## src/sv/csvt_pkg.sv

```systemverilog
`timescale 1ns / 1ps
// ----------------------------------------------------------------------------
// csvt_pkg: shared types and constants of the CSV record tokenizer
// Event codes, character constants and the event bundle that the front end
// hands to the back end through the queue.
// ----------------------------------------------------------------------------
package csvt_pkg;

  localparam int MAX_EV   = 9;
  localparam int EV_IDX_W = $clog2(MAX_EV + 1);

  localparam logic [2:0] EV_CHAR      = 3'd0;
  localparam logic [2:0] EV_FIELD_END = 3'd1;
  localparam logic [2:0] EV_REC_END   = 3'd2;
  localparam logic [2:0] EV_DONE      = 3'd3;
  localparam logic [2:0] EV_ERR_QUOTE = 3'd4;
  localparam logic [2:0] EV_ERR_OPEN  = 3'd5;

  localparam logic [7:0] CH_QUOTE = 8'h22;
  localparam logic [7:0] CH_COMMA = 8'h2C;
  localparam logic [7:0] CH_LF    = 8'h0A;
  localparam logic [7:0] CH_CR    = 8'h0D;
  localparam logic [7:0] BOM_0    = 8'hEF;
  localparam logic [7:0] BOM_1    = 8'hBB;
  localparam logic [7:0] BOM_2    = 8'hBF;

  localparam logic [1:0] BOM_PAST = 2'd3;

  // All events caused by one input byte, in order, packed from slot 0.
  typedef struct packed {
    logic [MAX_EV-1:0][2:0] kind;
    logic [MAX_EV-1:0][7:0] chr;
    logic [EV_IDX_W-1:0]    count;
  } bundle_t;

  function automatic logic [7:0] mark_byte(input logic [1:0] idx);
    logic [7:0] b;
    case (idx)
      2'd0:    b = BOM_0;
      2'd1:    b = BOM_1;
      2'd2:    b = BOM_2;
      default: b = 8'h00;
    endcase
    return b;
  endfunction

endpackage

```

## src/sv/csv_record_tokenizer.sv

```systemverilog
`timescale 1ns / 1ps
// ----------------------------------------------------------------------------
// csv_record_tokenizer: streaming CSV tokenizer
// Turns upload bytes into field character, field end, record end, done and
// error events.
// ----------------------------------------------------------------------------
// Usage:
//   Input channel (in_valid/in_ready): one raw byte per request, with
//   upload_end set on the final byte of an upload.
//   Output channel (out_valid/out_ready): one event per request; run_last
//   marks the last event caused by an input byte. A byte may cause no event.
//   Path: a byte's events are written into the queue, then loaded one at a
//   time into the output register that presents them to the receiver.
//   Throughput: one byte per cycle while each byte causes at most one event
//   and the receiver is ready; a byte causing several events occupies the
//   serialiser until all of them are given, and the two-entry queue lets
//   input continue while such a burst drains.
//   Reset clears the tokenizer state, the queue and the output stage; the
//   block then expects the start of a new upload.
//   When the receiver stalls, the output holds its event, the queue fills
//   and in_ready falls once both queue entries are taken.
// ----------------------------------------------------------------------------
module csv_record_tokenizer (
  input  logic       clk,
  input  logic       rst,
  input  logic       in_valid,
  output logic       in_ready,
  input  logic [7:0] data_byte,
  input  logic       upload_end,
  output logic       out_valid,
  input  logic       out_ready,
  output logic [2:0] event_kind,
  output logic [7:0] char_value,
  output logic       run_last
);

  csvt_pkg::bundle_t wbundle, head;
  logic push, pop, q_full, q_nonempty;

  csvt_front u_front (
    .clk        (clk),
    .rst        (rst),
    .in_valid   (in_valid),
    .in_ready   (in_ready),
    .data_byte  (data_byte),
    .upload_end (upload_end),
    .q_full     (q_full),
    .push       (push),
    .bundle     (wbundle)
  );

  csvt_queue u_queue (
    .clk      (clk),
    .rst      (rst),
    .push     (push),
    .wdata    (wbundle),
    .pop      (pop),
    .rdata    (head),
    .full     (q_full),
    .nonempty (q_nonempty)
  );

  csvt_back u_back (
    .clk        (clk),
    .rst        (rst),
    .q_nonempty (q_nonempty),
    .head       (head),
    .pop        (pop),
    .out_valid  (out_valid),
    .out_ready  (out_ready),
    .event_kind (event_kind),
    .char_value (char_value),
    .run_last   (run_last)
  );

endmodule

```

## src/sv/csvt_front.sv

```systemverilog
`timescale 1ns / 1ps
// ----------------------------------------------------------------------------
// csvt_front: byte classifier and tokenizer state
// Takes one byte a cycle while the queue is not full, updates the tokenizer
// state and builds the ordered bundle of events that the byte causes.
// ----------------------------------------------------------------------------
module csvt_front (
  input  logic                 clk,
  input  logic                 rst,
  input  logic                 in_valid,
  output logic                 in_ready,
  input  logic [7:0]           data_byte,
  input  logic                 upload_end,
  input  logic                 q_full,
  output logic                 push,
  output csvt_pkg::bundle_t    bundle
);

  localparam logic [1:0] Q_OUT  = 2'd0;
  localparam logic [1:0] Q_IN   = 2'd1;
  localparam logic [1:0] Q_PEND = 2'd2;
  localparam int NCAND = 11;

  logic [1:0] bom_phase, bom_phase_next;
  logic [1:0] quote_phase, quote_phase_next;
  logic       field_has_chars, field_has_chars_next;
  logic       record_has_fields, record_has_fields_next;
  logic       cr_held, cr_held_next;
  logic       error_seen, error_seen_next;

  logic [NCAND-1:0]      cand_en;
  logic [NCAND-1:0][2:0] cand_kind;
  logic [NCAND-1:0][7:0] cand_char;
  logic [1:0]            flush;
  logic                  take, unq, put;
  logic [7:0]            pc;
  logic [csvt_pkg::EV_IDX_W-1:0] n;

  assign in_ready = !q_full;
  assign push     = in_valid && in_ready && (bundle.count != '0);

  // Candidate slots in emission order: held mark bytes, released carriage
  // return, field character, field end, record end, stray quote, then the
  // end-of-upload events.
  always_comb begin
    bom_phase_next         = bom_phase;
    quote_phase_next       = quote_phase;
    field_has_chars_next   = field_has_chars;
    record_has_fields_next = record_has_fields;
    cr_held_next           = cr_held;
    error_seen_next        = error_seen;
    cand_en   = '0;
    cand_kind = '0;
    cand_char = '0;
    cand_kind[0]  = csvt_pkg::EV_CHAR;       cand_char[0] = csvt_pkg::BOM_0;
    cand_kind[1]  = csvt_pkg::EV_CHAR;       cand_char[1] = csvt_pkg::BOM_1;
    cand_kind[2]  = csvt_pkg::EV_CHAR;       cand_char[2] = csvt_pkg::CH_CR;
    cand_kind[3]  = csvt_pkg::EV_CHAR;
    cand_kind[4]  = csvt_pkg::EV_FIELD_END;
    cand_kind[5]  = csvt_pkg::EV_REC_END;
    cand_kind[6]  = csvt_pkg::EV_ERR_QUOTE;
    cand_kind[7]  = csvt_pkg::EV_ERR_OPEN;
    cand_kind[8]  = csvt_pkg::EV_FIELD_END;
    cand_kind[9]  = csvt_pkg::EV_REC_END;
    cand_kind[10] = csvt_pkg::EV_DONE;
    flush = 2'd0;
    take  = 1'b0;
    unq   = 1'b0;
    put   = 1'b0;
    pc    = data_byte;

    if (!error_seen) begin
      if (bom_phase != csvt_pkg::BOM_PAST) begin
        if (data_byte == csvt_pkg::mark_byte(bom_phase)) begin
          bom_phase_next = bom_phase + 2'd1;
          if (upload_end && bom_phase_next != csvt_pkg::BOM_PAST) begin
            flush          = bom_phase_next;
            bom_phase_next = csvt_pkg::BOM_PAST;
          end
        end else begin
          flush          = bom_phase;
          bom_phase_next = csvt_pkg::BOM_PAST;
          take           = 1'b1;
        end
      end else begin
        take = 1'b1;
      end
    end

    cand_en[0] = (flush != 2'd0);
    cand_en[1] = (flush == 2'd2);
    if (flush != 2'd0) field_has_chars_next = 1'b1;

    if (take) begin
      case (quote_phase)
        Q_PEND: begin
          if (data_byte == csvt_pkg::CH_QUOTE) begin
            put              = 1'b1;
            quote_phase_next = Q_IN;
          end else begin
            quote_phase_next = Q_OUT;
            unq              = 1'b1;
          end
        end
        Q_IN: begin
          if (data_byte == csvt_pkg::CH_QUOTE) quote_phase_next = Q_PEND;
          else put = 1'b1;
        end
        default: begin
          quote_phase_next = Q_OUT;
          unq              = 1'b1;
        end
      endcase

      if (unq) begin
        if (data_byte == csvt_pkg::CH_QUOTE) begin
          if (field_has_chars_next) begin
            cand_en[6]      = 1'b1;
            error_seen_next = 1'b1;
          end else begin
            quote_phase_next = Q_IN;
          end
        end else if (data_byte == csvt_pkg::CH_COMMA) begin
          cand_en[2]             = cr_held;
          cr_held_next           = 1'b0;
          cand_en[4]             = 1'b1;
          field_has_chars_next   = 1'b0;
          record_has_fields_next = 1'b1;
        end else if (data_byte == csvt_pkg::CH_LF) begin
          cr_held_next           = 1'b0;
          cand_en[4]             = 1'b1;
          cand_en[5]             = 1'b1;
          field_has_chars_next   = 1'b0;
          record_has_fields_next = 1'b0;
        end else begin
          put = 1'b1;
        end
      end

      if (put) begin
        cand_en[2]           = cr_held;
        cand_char[3]         = pc;
        cand_en[3]           = (pc != csvt_pkg::CH_CR);
        cr_held_next         = (pc == csvt_pkg::CH_CR);
        field_has_chars_next = 1'b1;
      end
    end

    if (upload_end) begin
      if (!error_seen_next) begin
        if (quote_phase_next == Q_IN) begin
          cand_en[7] = 1'b1;
        end else begin
          cand_en[8]  = field_has_chars_next || record_has_fields_next;
          cand_en[9]  = field_has_chars_next || record_has_fields_next;
          cand_en[10] = 1'b1;
        end
      end
      bom_phase_next         = 2'd0;
      quote_phase_next       = Q_OUT;
      field_has_chars_next   = 1'b0;
      record_has_fields_next = 1'b0;
      cr_held_next           = 1'b0;
      error_seen_next        = 1'b0;
    end
  end

  // Pack the enabled slots towards slot 0.
  always_comb begin
    bundle.kind = '0;
    bundle.chr  = '0;
    n = '0;
    for (int i = 0; i < NCAND; i++) begin
      if (cand_en[i] && n < csvt_pkg::EV_IDX_W'(csvt_pkg::MAX_EV)) begin
        bundle.kind[n] = cand_kind[i];
        bundle.chr[n]  = cand_char[i];
        n = n + 1'b1;
      end
    end
    bundle.count = n;
  end

  always_ff @(posedge clk) begin
    if (rst) begin
      bom_phase         <= 2'd0;
      quote_phase       <= Q_OUT;
      field_has_chars   <= 1'b0;
      record_has_fields <= 1'b0;
      cr_held           <= 1'b0;
      error_seen        <= 1'b0;
    end else if (in_valid && in_ready) begin
      bom_phase         <= bom_phase_next;
      quote_phase       <= quote_phase_next;
      field_has_chars   <= field_has_chars_next;
      record_has_fields <= record_has_fields_next;
      cr_held           <= cr_held_next;
      error_seen        <= error_seen_next;
    end
  end

endmodule

```

## src/sv/csvt_queue.sv

```systemverilog
`timescale 1ns / 1ps
// ----------------------------------------------------------------------------
// csvt_queue: two-entry bundle queue
// Decouples the byte classifier from the event serialiser.
// ----------------------------------------------------------------------------
module csvt_queue (
  input  logic              clk,
  input  logic              rst,
  input  logic              push,
  input  csvt_pkg::bundle_t wdata,
  input  logic              pop,
  output csvt_pkg::bundle_t rdata,
  output logic              full,
  output logic              nonempty
);

  csvt_pkg::bundle_t mem [2];
  logic       wr_ptr, rd_ptr;
  logic [1:0] fill;

  assign full     = (fill == 2'd2);
  assign nonempty = (fill != 2'd0);
  assign rdata    = mem[rd_ptr];

  always_ff @(posedge clk) begin
    if (push) mem[wr_ptr] <= wdata;
  end

  always_ff @(posedge clk) begin
    if (rst) begin
      wr_ptr <= 1'b0;
      rd_ptr <= 1'b0;
      fill   <= 2'd0;
    end else begin
      if (push) wr_ptr <= !wr_ptr;
      if (pop)  rd_ptr <= !rd_ptr;
      if (push && !pop)      fill <= fill + 2'd1;
      else if (pop && !push) fill <= fill - 2'd1;
    end
  end

endmodule

```

## src/sv/csvt_back.sv

```systemverilog
`timescale 1ns / 1ps
// ----------------------------------------------------------------------------
// csvt_back: event serialiser
// Walks the bundle at the head of the queue and gives one event a cycle
// through a registered output stage while the receiver is ready.
// ----------------------------------------------------------------------------
module csvt_back (
  input  logic              clk,
  input  logic              rst,
  input  logic              q_nonempty,
  input  csvt_pkg::bundle_t head,
  output logic              pop,
  output logic              out_valid,
  input  logic              out_ready,
  output logic [2:0]        event_kind,
  output logic [7:0]        char_value,
  output logic              run_last
);

  logic [csvt_pkg::EV_IDX_W-1:0] pos;
  logic load, at_end;

  assign load   = q_nonempty && (!out_valid || out_ready);
  assign at_end = (pos == head.count - 1'b1);
  assign pop    = load && at_end;

  always_ff @(posedge clk) begin
    if (rst) begin
      out_valid <= 1'b0;
      pos       <= '0;
    end else if (load) begin
      out_valid <= 1'b1;
      pos       <= at_end ? '0 : pos + 1'b1;
    end else if (out_ready) begin
      out_valid <= 1'b0;
    end
  end

  always_ff @(posedge clk) begin
    if (load) begin
      event_kind <= head.kind[pos];
      char_value <= head.chr[pos];
      run_last   <= at_end;
    end
  end

endmodule
```

## config.mk

```make
export PLATFORM = sky130hd
export DESIGN_NAME = csv_record_tokenizer
export DESIGN_NICKNAME = d
export VERILOG_FILES = /design/src/sv/csvt_pkg.sv /design/src/sv/csv_record_tokenizer.sv /design/src/sv/csvt_front.sv /design/src/sv/csvt_queue.sv /design/src/sv/csvt_back.sv
export SDC_FILE = /design/constraint.sdc
export NUM_CORES = 1
export LEC_CHECK = 0
export ABC_AREA = 1
export BUFFER_PORTS_ARGS = -buffer_cell sky130_fd_sc_hd__buf_4
export CAP_MARGIN = 20
export CORE_ASPECT_RATIO = 1.75
export CORE_UTILIZATION = 30
export DETAILED_ROUTE_END_ITERATION = 12
export PLACE_DENSITY = 0.49
export SKIP_LAST_GASP = 1
export SLEW_MARGIN = 30
export SYNTH_ARGS = -nofsm -noshare
export SYNTH_HDL_FRONTEND = slang
export SYNTH_SLANG_ARGS = --single-unit
```

## constraint.sdc

```tcl
create_clock -name clk -period 19.6 [get_ports clk]
set_clock_uncertainty 0.2 [all_clocks]
set_input_delay 2.94 -clock clk [delete_from_list [all_inputs] [get_ports clk]]
set_output_delay 2.94 -clock clk [all_outputs]
set_load 0.05 [all_outputs]
```

# Word-level counts from Yosys, hierarchy flattened
# Memory sizes are Yosys's and may differ from the RTL's. A register that Yosys moved wholly into a read port is not among the register bits.
# Cells that the tools add are included.
[op_classes]
n_eq_ne = 18
addsub = 15
muxes = 151
reduce_logical = 47
n_lt_le_gt_ge = 31
bitwise_logic = 45
[ops]
columns = ["op", "count"]
rows = [
  ["$mux W99", 9],
  ["$and A72 B72 Y72", 7],
  ["$not A72 Y72", 7],
  ["$demux W8 S4", 10],
  ["$mux W8", 16],
  ["$demux W3 S4", 9],
  ["$not A18 Y18", 6],
  ["$and A18 B18 Y18", 5],
  ["$bwmux W72", 1],
  ["$mux W72", 1],
  ["$not A27 Y27", 2],
  ["$or A6 B54 Y54", 1],
  ["$mux W1", 53],
  ["$mux W4", 13],
  ["$lt A4 B5 Y1 const B", 10],
  ["$and A45 B45 Y45", 1],
  ["$not A45 Y45", 1],
  ["$or A9 B9 Y9", 5],
  ["$add A4 B1 Y4 const B", 10],
  ["$mux W2", 20],
  ["$ge A4 B1 Y1 const B", 9],
  ["$lt A4 B4 Y1 const B", 9],
  ["$mux W3", 12],
  ["$or A18 B18 Y18", 2],
  ["other kinds (37)", 88],
]
[word_totals]
out_inout_bits = 14
ff_bits = 29
in_bits = 13
mem_count = 1
wordCells = 322
mem_bits_rw = 206
[mem_list]
columns = ["name", "words", "width", "rd", "rd_ports_with_merged_regs", "write_ports", "line", "source"]
rows = [
  ["u_queue.mem", 2, 103, 1, 1, 1, "csvt_queue.sv:17", "csvt_pkg::bundle_t mem [2];"],
]

# Longest topological paths before layout
[depth]
depth_word = 46
depth_mapped = 69

# Hierarchy
# A second synthesis with hierarchy kept.
[hier_totals]
hier_cells = 1321
area_unflattened_um2 = 13430.4
[modules_own_cells]
columns = ["mod", "n_inst", "area_per_inst_um2", "cells_each", "seq_area_each_um2"]
rows = [
  ["csvt_queue", 1, 7673.6, 353, 6286.0],
  ["csvt_front", 1, 4083.9, 696, 160.2],
  ["csvt_back", 1, 1672.9, 272, 460.4],
]

# Worst setup path before layout
# OpenSTA, ideal clock, no wires.
[synth_path]
path_type = "input port to flip-flop"
startpoint = "in data_byte[6]"
endpoint = "mem u_queue.mem[0][0] (netlist bit) (enable)"
arrival_ns = 13.736
setup_time_ns = 0.549
slack_ns = 5.115
cell_stages = 56
required_time_ns = 18.851
cell_sequence = "inv_1 > nand2_2 > nor2_2 > inv_1 > nor2_4 > nand2_2 > nand2_4 > nand2_1 > nand3_2 > nand2_2 > nand2_4 > inv_2 > ha_1 > inv_1 > nor2_4 > nor2_4 > ha_1 > or2_2 > [... 20 more ...] > nand2_2 > nand2_2 > xor2_2 > inv_1 > ha_1 > nand3_1 > nand2_4 > nand2_4 > nand2_2 > nand2_4 > inv_1 > ha_1 > nand3b_1 > nand2_2 > nor2_2 > nand2_1 > nand2_1 > nor2_1"
[synth_rtl]
columns = ["item", "line", "source"]
rows = [
  ["start: declaration", "csv_record_tokenizer.sv:28", "input logic [7:0] data_byte,"],
  ["end: declaration", "csvt_queue.sv:17", ""],
]

==> results.py <==
metrics = {
    "status": {
        "outcome": "complete, no violations",
    },
    "setup_path": {
        "r2r_slack_ps": 9310,
        "worstReg2RegEnd": "u_queue.mem[0][53]",
        "r2r_cells": 57,
        "worstSetupPathType": "in2reg",
        "critPathMaxStageDelay_ps": 700,
        "slowest_stage": "buf_4",
        "arrival_ps": 11880,
        "critPathCapture": "u_queue.mem[0][53]",
        "worstPathRequired_ps": 19540,
        "crit_path_max_fanout": 58,
        "end_kind": "flop",
        "startpoint": "data_byte[6]",
        "cp-start-kind": "primary input",
        "worstReg2RegStart": "u_front.bom_phase[0]",
    },
    "synthesis": {
        "synth_ff_type": "edfxtp_1",
        "synth_edf_count": 202,
        "synthCells": 1245,
        "yosys_warnings": 0,
        "ys_top_cells_by_area": "edfxtp_1 (50%), o21ai_0 (5.1%), nor2_1 (5.0%)",
        "synth-seq-cells": 220,
        "syn_area_sq_mm": 0.01213,
        "synth_top_area_share_pct": 50.02,
        "async_flop_share_pct": 0,
        "yosysTopAreaCell": "edfxtp_1",
        "syn_avg_cell_area_sq_um": 9.740,
        "yosysSeqAreaShare_pct": 52.99,
        "yosysUniqueCellTypes": 62,
    },
    "global_routing": {
        "grt_util_all_layers_pct": 17.20,
        "antenna_found_initial": 0,
        "grt_pass1_wl_mm": 53.43,
        "use_met1_pct": 16.00,
        "grt_max_degree": 72,
        "grt_pass1_vias": 9296,
        "met3_usage_pct": 1.629,
        "gr-total-overflow": 0,
        "grt_busiest_layer": "met2",
        "met2_usage_pct": 36.19,
    },
    "finish": {
        "n_antenna_cell": 0,
        "final_util_pct": 34.45,
        "fin_cells": 1834,
        "syn2layout_area_growth_pct": 13.43,
        "drive_above_1_share_pct": 15.91,
        "final_cell_area_sq_mm": 0.01376,
        "nets": 1379,
    },
    "die": {
        "io_pins": 27,
        "design.die.area_sq_mm": 0.04126,
        "die_y_um": 268.0,
        "initial_utilization_pct": 30.37,
        "die_width_um": 154.0,
        "coreArea_sq_mm": 0.03993,
        "placementRows": 97,
    },
    "sta": {
        "report.final.setup_viol": 0,
        "max_slew_margin_pct": 36.75,
        "timing.setup.tns_ps": 0,
        "post-route-period-util_pct": 60.93,
        "tightest_slew_ps": 941.5,
        "rsz0062_at_grt": "false",
        "fmax_mhz": 83.74,
        "fin_ws_ps": 7658,
        "final-max-slew-violation-count": 0,
        "timing.final.hold_violations": 0,
        "period_needed_ps": 11940,
    },
    "clock_tree": {
        "cts_resized": 0,
        "cts_buffer_depth": 3,
        "cts_setup_buffers": 0,
        "cts_tree": "yes",
        "insertion_delay_ps": 510,
        "cts_buffers": 21,
        "clock_sinks": 220,
        "clk_pin_slew_ps": 60,
        "holdBufCountCts": 0,
        "root_buffer": "clkbuf_16",
        "cts_htree_levels": 1,
    },
    "placement": {
        "post-place-ws_ps": 7038,
        "dp_hpwl_mm": 26.27,
        "globalplace.congestion": 0.9691,
        "place_area_sq_mm": 0.01310,
        "io_buffer_count": 26,
        "dpl.cell_count": 1796,
    },
    "drt": {
        "drt_pre_antenna_iters": 7,
        "routed_wl_mm": 34.79,
        "vias_per_cell": 4.893,
        "ant_nets": 0,
        "wl_per_cell_um": 18.97,
        "drtIter0Drc": 533,
        "drc_errors": 0,
        "via_count": 8973,
    },
    "power_and_ir_drop": {
        "intPower_uw": 1022,
        "netSwitchingFraction_pct": 37.29,
        "p_leak_uw": 0.005433,
        "p_per_area_mw_per_mm2": 118.5,
        "ir_drop_uv": 53.96,
        "p_sw_uw": 607.7,
        "combPwrFrac_pct": 35.2,
        "pwr-share-clk_pct": 23.7,
        "pwr-share-seq_pct": 41.1,
    },
    "job": {
        "drv_cap": 0,
    },
    "min_path": {
        "hp-class": "reg2reg",
        "hold_depth": 2,
    },
}
kinds of logic after synthesis:
family,after synthesis,synth area share (%)
and+or+nand+nor,537,23.07
AOI/OAI and AO/OA,246,12.45
DFF,220,52.99
buffers and inverters,185,5.953
adders and majority gates,42,4.333
xor gates and xnor gates,11,0.9183
muxes,3,0.2476
other,1,0.03092
cell usage after synthesis, types with 6 or more instances:
library cell	number
a21oi_1	25
clkbuf_1	35
dfxtp_1	18
edfxtp_1	202
ha_1	42
inv_1	116
inv_2	23
nand2_1	147
nand2_2	35
nand2_4	23
nand3_1	77
nand3_2	13
nand3_4	6
nand4_1	16
nor2_1	163
nor2_2	11
nor2_4	7
nor3_1	16
o211ai_1	18
o21ai_0	123
o221ai_1	19
o22ai_1	28
xor2_1	7
power groups by stage:
| stage | combinational, uW | clock (uW) | sequential, uW |
|---|---|---|---|
| finish | 574 | 387 | 669 |
| CTS | 585 | 397 | 671 |
| global placement | 577 | 0 | 680 |
| global route | 632 | 414 | 678 |
| floorplan | 344 | 0 | 731 |
| detailed placement | 583 | 0 | 681 |
final cells by class:
type / count / area [sq um]
inverter: 143 / 548.0
sequential: 220 / 6427
fill: 4038 / 26170
multi-input combinational: 903 / 5226
timing repair buffer: 35 / 286.5
tap: 495 / 619.3
clock inverter: 11 / 90.09
clock buffer: 27 / 558.0
placed cells by master, fill, tap and decap left out, types with 28 or more instances in the layout:
cell,n
nor2_1,162
nand2_1,147
conb_1,64
nand3_1,77
inv_1,114
ha_1,42
nand2_2,35
edfxtp_1,202
o21ai_0,123
buf_4,33
o22ai_1,28
worst min path at each step:
stage	end	startpoint	slack [ps]
floorplan	u_front.record_has_fields	u_front.record_has_fields	240
global placement	u_front.record_has_fields	u_front.record_has_fields	250
detailed placement	u_front.record_has_fields	u_front.record_has_fields	270
CTS	u_front.record_has_fields	u_front.record_has_fields	280
global route	u_front.field_has_chars	u_front.field_has_chars	310
finish	u_front.record_has_fields	u_front.record_has_fields	270
metal layers:
layer	vias to the layer above	share of wire [%]
li1	4437	-
met1	4305	34
met3	80	2.2
met2	151	59
met5	-	0
met4	0	4.7
worst max-delay path, delay by kind of cell:
kind	cells	cell delay, ps
buffers and inverters	10	1690
and+or+nand+nor	36	4590
adders and majority gates	8	1930
AOI/OAI and AO/OA	1	170
xor gates and xnor gates	2	510
stage by stage:
step | power [uW] | hold WS, ps
after detailed placement | 1264 | 268.1
final | 1630 | 274.7
after CTS | 1654 | 277.4
after global routing | 1725 | 312.5
after global placement | 1257 | 251.9
after floorplan | 1075 | 242.2
sequential cells by signal, indices dropped and copies added, names as in the netlist, named ones only:
name and flops:
u_back.char_value 8, u_back.event_kind 3, u_back.out_valid 1, u_back.pos 4, u_back.run_last 1, u_front.bom_phase 2
u_front.cr_held 1, u_front.error_seen 1, u_front.field_has_chars 1, u_front.quote_phase 2, u_front.record_has_fields 1, u_queue.fill 2
u_queue.mem 190, u_queue.rd_ptr 1, u_queue.wr_ptr 1
Power figures use the tool's default switching activity.
